File: config.mk
export PLATFORM = sky130hd
export DESIGN_NAME = rpi_ctrl
export DESIGN_NICKNAME = d
export VERILOG_FILES = /design/src/hw/rtl/rpi_pkg.sv /design/src/hw/rtl/rpi_ctrl.sv
export SDC_FILE = /design/constraint.sdc
export NUM_CORES = 1
export LEC_CHECK = 0
export BUFFER_PORTS_ARGS = -buffer_cell sky130_fd_sc_hd__buf_2
export CAP_MARGIN = 20
export CORE_ASPECT_RATIO = 1.4
export CORE_UTILIZATION = 51
export CTS_CLUSTER_DIAMETER = 120
export CTS_CLUSTER_SIZE = 16
export DETAILED_ROUTE_END_ITERATION = 10
export GPL_TIMING_DRIVEN = 0
export PLACE_DENSITY = 0.72
export SYNTH_ARGS = -nofsm -noshare
export SYNTH_HDL_FRONTEND = slang
export SYNTH_SLANG_ARGS = --single-unit
export TNS_END_PERCENT = 10
File: constraint.sdc
create_clock -name clk_i -period 4.7 [get_ports clk_i]
set_clock_uncertainty 0.2 [all_clocks]
set_input_delay 0.235 -clock clk_i [delete_from_list [all_inputs] [get_ports clk_i]]
set_output_delay 0.235 -clock clk_i [all_outputs]
set_load 0.005 [all_outputs]
File: src/hw/rtl/rpi_pkg.sv
// Shared types, constants and helpers for the point body integrator.
// Used by the controller, the datapath, the divider, the root unit and the top level.
package rpi_pkg;

  localparam int unsigned CfgIdxW = 3;
  localparam int unsigned CfgDataW = 32;
  localparam int unsigned RegW = 31;
  localparam int unsigned StepW = 17;
  localparam int unsigned FieldW = 32;
  localparam int unsigned AccW = 50;
  localparam int unsigned MagW = 50;
  localparam int unsigned SumW = 66;
  localparam int unsigned NumW = 64;
  localparam int unsigned DenW = 32;
  localparam int unsigned RootW = 32;
  localparam int unsigned Lanes = 3;

  localparam logic [RegW-1:0] MassReset = 31'd65536;
  localparam logic [RegW-1:0] LimitReset = 31'd655360;
  localparam logic [RegW-1:0] DragReset = 31'd0;
  // -9.81 in Q16.16
  localparam logic signed [AccW-1:0] GravityY = -50'sd642908;

  typedef logic [1:0] lane_t;
  localparam lane_t LaneLast = 2'd2;

  typedef enum logic [CfgIdxW-1:0] {
    CFG_BODY_MASS   = 3'd0,
    CFG_SPEED_LIMIT = 3'd1,
    CFG_DRAG_COEF   = 3'd2,
    CFG_GRAVITY_ON  = 3'd3,
    CFG_FRICTION_ON = 3'd4
  } cfg_idx_e;

  typedef enum logic [4:0] {
    OP_NOP,
    OP_LOAD,
    OP_DIV_PUSH,
    OP_SET_ACC,
    OP_GRAV,
    OP_MUL_VSQ,
    OP_ADD_PROD,
    OP_SQRT_START,
    OP_SET_VL,
    OP_MUL_VDRAG,
    OP_DIV_FRIC1,
    OP_DIV_FRIC2,
    OP_SUB_FRIC,
    OP_MUL_LO,
    OP_SUM_SET,
    OP_MUL_HI,
    OP_SET_MAG,
    OP_SHR,
    OP_CLR_SUM,
    OP_MUL_MSQ,
    OP_SET_LEN,
    OP_MUL_MSL,
    OP_DIV_CLAMP,
    OP_SET_MAGQ,
    OP_UPD_V,
    OP_UPD_P,
    OP_OUT
  } dp_op_e;

  typedef struct packed {
    dp_op_e op;
    lane_t  lane;
  } rpi_cmd_t;

  typedef struct packed {
    logic div_done;
    logic sqrt_done;
    logic root_zero;
    logic friction_on;
    logic too_big;
    logic clamp;
    logic out_stall;
  } rpi_stat_t;

  typedef struct packed {
    logic [StepW-1:0]         step_time;
    logic signed [FieldW-1:0] push_x;
    logic signed [FieldW-1:0] push_y;
    logic signed [FieldW-1:0] push_z;
  } rpi_in_t;

  typedef struct packed {
    logic signed [FieldW-1:0] vel_x;
    logic signed [FieldW-1:0] vel_y;
    logic signed [FieldW-1:0] vel_z;
    logic signed [FieldW-1:0] pos_x;
    logic signed [FieldW-1:0] pos_y;
    logic signed [FieldW-1:0] pos_z;
  } rpi_out_t;

  // Saturate a 33 bit signed sum to 32 bits
  function automatic logic signed [FieldW-1:0] sat33(input logic signed [FieldW:0] v);
    logic signed [FieldW-1:0] r;
    if (v[FieldW] != v[FieldW-1]) begin
      r = v[FieldW] ? {1'b1, {(FieldW-1){1'b0}}} : {1'b0, {(FieldW-1){1'b1}}};
    end else begin
      r = v[FieldW-1:0];
    end
    return r;
  endfunction

endpackage

File: src/hw/rtl/rpi_ctrl.sv
// Sequencer for one integration step: issues datapath commands lane by lane.
// Depends on rpi_pkg for the command and status types.
module rpi_ctrl (
  input  logic               clk_i,
  input  logic               rst_ni,
  input  logic               in_valid_i,
  output logic               in_ready_o,
  input  rpi_pkg::rpi_stat_t stat_i,
  output rpi_pkg::rpi_cmd_t  cmd_o
);
  import rpi_pkg::*;

  typedef enum logic [4:0] {
    S_IDLE, S_PDIV, S_PDIV_W, S_GRAV,
    S_VSQ, S_VADD, S_VRT, S_VRT_W,
    S_FMUL, S_FDIV1, S_FDIV1_W, S_FDIV2, S_FDIV2_W,
    S_TLO, S_TLO_A, S_THI, S_THI_A, S_SHR,
    S_LSQ, S_LADD, S_LRT, S_LRT_W, S_CLAMP,
    S_CMUL, S_CDIV, S_CDIV_W, S_UPDV, S_UPDP, S_OUT
  } state_e;

  state_e state_q, state_d;
  lane_t  lane_q, lane_d;
  logic   last;

  assign last = lane_q == LaneLast;

  always_comb begin
    state_d    = state_q;
    lane_d     = lane_q;
    cmd_o.op   = OP_NOP;
    cmd_o.lane = lane_q;
    case (state_q)
      S_IDLE: begin
        if (in_valid_i) begin
          cmd_o.op = OP_LOAD;
          lane_d   = '0;
          state_d  = S_PDIV;
        end
      end
      S_PDIV: begin
        cmd_o.op = OP_DIV_PUSH;
        state_d  = S_PDIV_W;
      end
      S_PDIV_W: begin
        if (stat_i.div_done) begin
          cmd_o.op = OP_SET_ACC;
          lane_d   = last ? '0 : lane_q + 1'b1;
          state_d  = last ? S_GRAV : S_PDIV;
        end
      end
      S_GRAV: begin
        cmd_o.op = OP_GRAV;
        state_d  = stat_i.friction_on ? S_VSQ : S_TLO;
      end
      S_VSQ: begin
        cmd_o.op = OP_MUL_VSQ;
        state_d  = S_VADD;
      end
      S_VADD: begin
        cmd_o.op = OP_ADD_PROD;
        lane_d   = last ? '0 : lane_q + 1'b1;
        state_d  = last ? S_VRT : S_VSQ;
      end
      S_VRT: begin
        cmd_o.op = OP_SQRT_START;
        state_d  = S_VRT_W;
      end
      S_VRT_W: begin
        if (stat_i.sqrt_done) begin
          cmd_o.op = OP_SET_VL;
          // a body at rest feels no friction
          state_d  = stat_i.root_zero ? S_TLO : S_FMUL;
        end
      end
      S_FMUL: begin
        cmd_o.op = OP_MUL_VDRAG;
        state_d  = S_FDIV1;
      end
      S_FDIV1: begin
        cmd_o.op = OP_DIV_FRIC1;
        state_d  = S_FDIV1_W;
      end
      S_FDIV1_W: begin
        if (stat_i.div_done) begin
          state_d = S_FDIV2;
        end
      end
      S_FDIV2: begin
        cmd_o.op = OP_DIV_FRIC2;
        state_d  = S_FDIV2_W;
      end
      S_FDIV2_W: begin
        if (stat_i.div_done) begin
          cmd_o.op = OP_SUB_FRIC;
          lane_d   = last ? '0 : lane_q + 1'b1;
          state_d  = last ? S_TLO : S_FMUL;
        end
      end
      S_TLO: begin
        cmd_o.op = OP_MUL_LO;
        state_d  = S_TLO_A;
      end
      S_TLO_A: begin
        cmd_o.op = OP_SUM_SET;
        state_d  = S_THI;
      end
      S_THI: begin
        cmd_o.op = OP_MUL_HI;
        state_d  = S_THI_A;
      end
      S_THI_A: begin
        cmd_o.op = OP_SET_MAG;
        lane_d   = last ? '0 : lane_q + 1'b1;
        state_d  = last ? S_SHR : S_TLO;
      end
      S_SHR: begin
        // narrow the change until every component fits 31 bits
        if (stat_i.too_big) begin
          cmd_o.op = OP_SHR;
        end else begin
          cmd_o.op = OP_CLR_SUM;
          state_d  = S_LSQ;
        end
      end
      S_LSQ: begin
        cmd_o.op = OP_MUL_MSQ;
        state_d  = S_LADD;
      end
      S_LADD: begin
        cmd_o.op = OP_ADD_PROD;
        lane_d   = last ? '0 : lane_q + 1'b1;
        state_d  = last ? S_LRT : S_LSQ;
      end
      S_LRT: begin
        cmd_o.op = OP_SQRT_START;
        state_d  = S_LRT_W;
      end
      S_LRT_W: begin
        if (stat_i.sqrt_done) begin
          cmd_o.op = OP_SET_LEN;
          state_d  = S_CLAMP;
        end
      end
      S_CLAMP: begin
        state_d = stat_i.clamp ? S_CMUL : S_UPDV;
      end
      S_CMUL: begin
        cmd_o.op = OP_MUL_MSL;
        state_d  = S_CDIV;
      end
      S_CDIV: begin
        cmd_o.op = OP_DIV_CLAMP;
        state_d  = S_CDIV_W;
      end
      S_CDIV_W: begin
        if (stat_i.div_done) begin
          cmd_o.op = OP_SET_MAGQ;
          lane_d   = last ? '0 : lane_q + 1'b1;
          state_d  = last ? S_UPDV : S_CMUL;
        end
      end
      S_UPDV: begin
        cmd_o.op = OP_UPD_V;
        state_d  = S_UPDP;
      end
      S_UPDP: begin
        cmd_o.op = OP_UPD_P;
        state_d  = S_OUT;
      end
      S_OUT: begin
        // hold until the previous result beat has gone
        if (!stat_i.out_stall) begin
          cmd_o.op = OP_OUT;
          state_d  = S_IDLE;
        end
      end
      default: state_d = S_IDLE;
    endcase
  end

  always_ff @(posedge clk_i or negedge rst_ni) begin
    if (!rst_ni) begin
      state_q <= S_IDLE;
      lane_q  <= '0;
    end else begin
      state_q <= state_d;
      lane_q  <= lane_d;
    end
  end

  assign in_ready_o = state_q == S_IDLE;

endmodule

==> flow_metrics.py <==
metrics = {
    "pwr": {
        "switching_share_pct": 50.95,
        "p_switching_w": 0.0005612,
        "seqPwrFrac_pct": 11.5,
        "ir_worst_vdd_mv": 0.4829,
        "p_int_w": 0.0005404,
        "combPwrFrac_pct": 83.6,
        "clkPwrFrac_pct": 4.8,
        "power.density_nw_per_um2": 790.3,
        "p_leak_nw": 0.6108,
    },
    "die": {
        "io-pin-count": 18,
        "start_util_pct": 55.50,
        "dieWidth_um": 43.84,
        "die_height_um": 60.58,
        "rows": 20,
        "fp.dieArea_sq_um": 2656,
        "design.core.area_sq_um": 2252,
    },
    "worst_setup_path": {
        "crit_family": "buffers and inverters",
        "crit_buf_inv": 5,
        "crit_chain": "buf_6, buf_2, buf_2, buf_1, o2111ai_1, o21ai_0, nand2_1, nand3_1, buf_2",
        "r2r_cells": 6,
        "crit_path_frequent_cell": "buf_2",
        "max_stage_delay_ns": 0.36,
        "regToRegSetupSlack_ns": 2.52,
        "critical_path_arrival_ns": 2.09,
        "r2r_end": "state_q[0]$_DFFE_PN0P_",
        "path_max_fanout": 10,
        "crit_cells": 9,
        "reg2reg_from": "state_q[2]$_DFFE_PN0P_",
        "path_class": "reg -> out",
        "end_kind": "primary output",
        "crit_slowest_cell": "dfrtp_1",
        "start_kind": "register",
        "cp.required_ns": 4.26,
    },
    "yosys": {
        "syn_area_sq_um": 1250,
        "synth_ff_type": "dfrtp_1",
        "syn_nets": 173,
        "async_flop_share_pct": 100.0,
        "synth_top_family_by_area": "compound AO/OA/AOI/OAI gates",
        "ys_ff_latch": 7,
        "synthXorXnorAreaFrac_pct": 2.102,
        "synth-compound-area-share_pct": 31.83,
        "ys_seq_area_share_pct": 14.01,
        "synthCells": 163,
        "yosysWarnings": 0,
        "ys_types": 56,
        "synth-edff-count": 0,
        "synth_fa_ha_area_share_pct": 0,
        "synth-simple-area-share_pct": 31.33,
        "synthMuxAreaShare_pct": 6.907,
        "syn_area_per_cell_sq_um": 7.668,
    },
    "sta": {
        "maxSlewHeadroom_pct": 68.66,
        "setup-violations-final": 0,
        "finalCritPeriodShare_pct": 53.73,
        "fmax_mhz": 396.0,
        "worst_hold_slack_ns": 0.1604,
        "slew_violations": 0,
        "fin_setup_tns_ns": 0,
        "rsz0062_at_grt": "false",
        "period_minus_slack_ns": 2.525,
        "finalHoldViolations": 0,
        "tightest_slew_ns": 0.4701,
    },
    "global_routing": {
        "overflow": 0,
        "grt_pass1_wl_um": 6078,
        "grtUsageTotal_pct": 30.39,
        "grt_pass1_vias": 1231,
        "antenna_found_initial": 0,
        "grt_max_degree": 11,
    },
    "detailed_routing": {
        "dr.first_iter.drc_count": 77,
        "drc_errors": 2,
        "via_per_inst": 6.665,
        "firstDrtPassIters": 7,
        "routedWlPerCell_um": 17.84,
        "drt_wl_total_um": 3676,
        "ant_nets": 0,
        "vias": 1373,
    },
    "cts": {
        "clock_sinks": 7,
        "htreeDepth": 1,
        "hold_buffers": 1,
        "cts_tree": "yes",
        "post_cts_buffers": 0,
        "cts_buffers": 3,
        "root_buffer": "clkbuf_4",
        "ctsResizeCount": 0,
        "clock_latency_ns": 0.25,
        "clockBufferDepth": 2,
        "clk_pin_slew_ns": 0.05,
    },
    "place": {
        "dpl.hpwl_um": 2804,
        "gp_congestion": 0.9719,
        "io_buffers": 16,
    },
    "cells_and_area": {
        "drive_above_1_share_pct": 27.72,
        "areaGrowthSynthToFinish_pct": 11.51,
        "nets": 195,
        "diodes": 0,
        "nFillCells": 214,
    },
    "run": {
        "drv_cap": 0,
    },
    "outcome": {
        "outcome": "finished with violations",
        "violations": "design-rule violations",
    },
    "min_path": {
        "hold_class": "in -> async",
    },
}
worst max-delay path by stage:
| stage | end | startpoint |
|---|---|---|
| 4_1_cts | cmd_o[4] | state_q[2]$_DFFE_PN0P_ |
| 5_1_grt | cmd_o[4] | state_q[2]$_DFFE_PN0P_ |
| 2_1_floorplan | state_q[0]$_DFFE_PN0P_ | state_q[0]$_DFFE_PN0P_ |
| 3_3_place_gp | cmd_o[6] | state_q[2]$_DFFE_PN0P_ |
| 3_5_place_dp | cmd_o[4] | state_q[2]$_DFFE_PN0P_ |
| 6_report | cmd_o[4] | state_q[2]$_DFFE_PN0P_ |
per-layer routing:
metal / global-route usage (%) / share of wire [%] / up-vias
met5: 0 / 0 / -
met3: 2.976 / 7.9 / 12
li1: - / - / 654
met2: 53.30 / 48 / 84
met1: 38.55 / 41 / 623
met4: 10.27 / 3.0 / 0
flip-flops by register name, indices dropped and copies added (netlist names):
register and cells:
lane_q 2, state_q 5
placed cells by master (no fill, tap or decap), drive strengths merged, types with 2 or more instances in the layout:
| cell | Yosys | layout |
|---|---|---|
| dfrtp | 7 | 7 |
| or4 | 3 | 3 |
| nand2 | 19 | 19 |
| o2bb2ai | 2 | 2 |
| inv | 2 | 2 |
| nand2b | 3 | 3 |
| xor2 | 2 | 2 |
| o2111ai | 2 | 2 |
| nand3 | 8 | 8 |
| nor3b | 2 | 2 |
| mux2i | 3 | 3 |
| o22ai | 2 | 2 |
| o21bai | 2 | 2 |
| and2b | 2 | 2 |
| buf | 16 | 32 |
| o211ai | 6 | 6 |
| nor3 | 5 | 5 |
| or3 | 2 | 2 |
| mux2 | 4 | 4 |
| a21oi | 7 | 7 |
| nor2b | 9 | 9 |
| o41ai | 2 | 2 |
| nand4b | 2 | 2 |
| a211oi | 2 | 2 |
| a31oi | 3 | 3 |
| a22oi | 3 | 3 |
| clkbuf | 3 | 7 |
| nor2 | 7 | 7 |
| o21ai | 17 | 17 |
cells by family (layout without fill, tap and decap cells):
kind of cell | Yosys count | in the layout
AND/OR/NAND/NOR | 68 | 68
multiplexers | 7 | 7
AO/OA/AOI/OAI | 57 | 57
flip-flops | 7 | 7
XOR/XNOR | 3 | 3
buffers and inverters | 21 | 42
cells in the mapped netlist (2+ instances only):
library cell	number	area share [%]
nand3_1	7	2.8
a21oi_1	7	2.8
xor2_1	2	1.4
mux2_4	3	3.6
nor2_1	7	2.1
nand2_1	19	5.7
dfrtp_1	7	14
and2b_2	2	1.4
o2111ai_1	2	1.4
clkbuf_1	2	0.60
o21ai_0	16	6.4
buf_2	4	1.6
o22ai_1	2	1.0
o41ai_1	2	1.4
a31oi_1	3	1.5
inv_1	2	0.60
nor3_1	5	2.0
nand2b_1	3	1.5
buf_6	10	9.0
a22oi_1	3	1.8
o211ai_1	6	3.6
a211oi_1	2	1.2
o21bai_1	2	1.2
mux2i_1	3	2.4
nor3b_1	2	1.2
nor2b_1	9	4.5
o2bb2ai_1	2	1.4
metrics by stage:
| stage | power (W) | cells | cell area (sq um) | util [%] | worst slack, ns |
|---|---|---|---|---|---|
| after floorplan | 0.0008157 | 163 | 1250 | - | 2.687 |
| after global placement | 0.001021 | 201 | 1358 | 60.28 | 2.507 |
| after detailed placement | 0.001031 | 201 | 1358 | 60.28 | 2.454 |
| after CTS | 0.001091 | 206 | 1394 | 61.89 | 2.180 |
| after global routing | 0.001189 | 206 | 1394 | 61.89 | 2.010 |
| final | 0.001102 | 206 | 1394 | 61.89 | 2.175 |
final cells by class:
cell class                      instances  area (sq um)  area share [%]
Buffer                                 19         165.2           11.85
Tap cell                               22         27.53           1.975
Inverter                                2         7.507          0.5386
Multi-Input combinational cell        135         902.1           64.72
Clock buffer                            4         26.28           1.885
Sequential cell                         7         175.2           12.57
Timing Repair Buffer                   17         90.09           6.463
power by group through the flow:
stage	combinational (W)	sequential, W	clock (W)
after floorplan	0.000697	0.000119	0
after global placement	0.000894	0.000126	0
after detailed placement	0.000903	0.000128	0
after CTS	0.000910	0.000126	0.0000547
after global routing	0.00100	0.000131	0.0000581
final	0.000921	0.000127	0.0000531
Note: power is estimated with default switching activity, not from simulation.
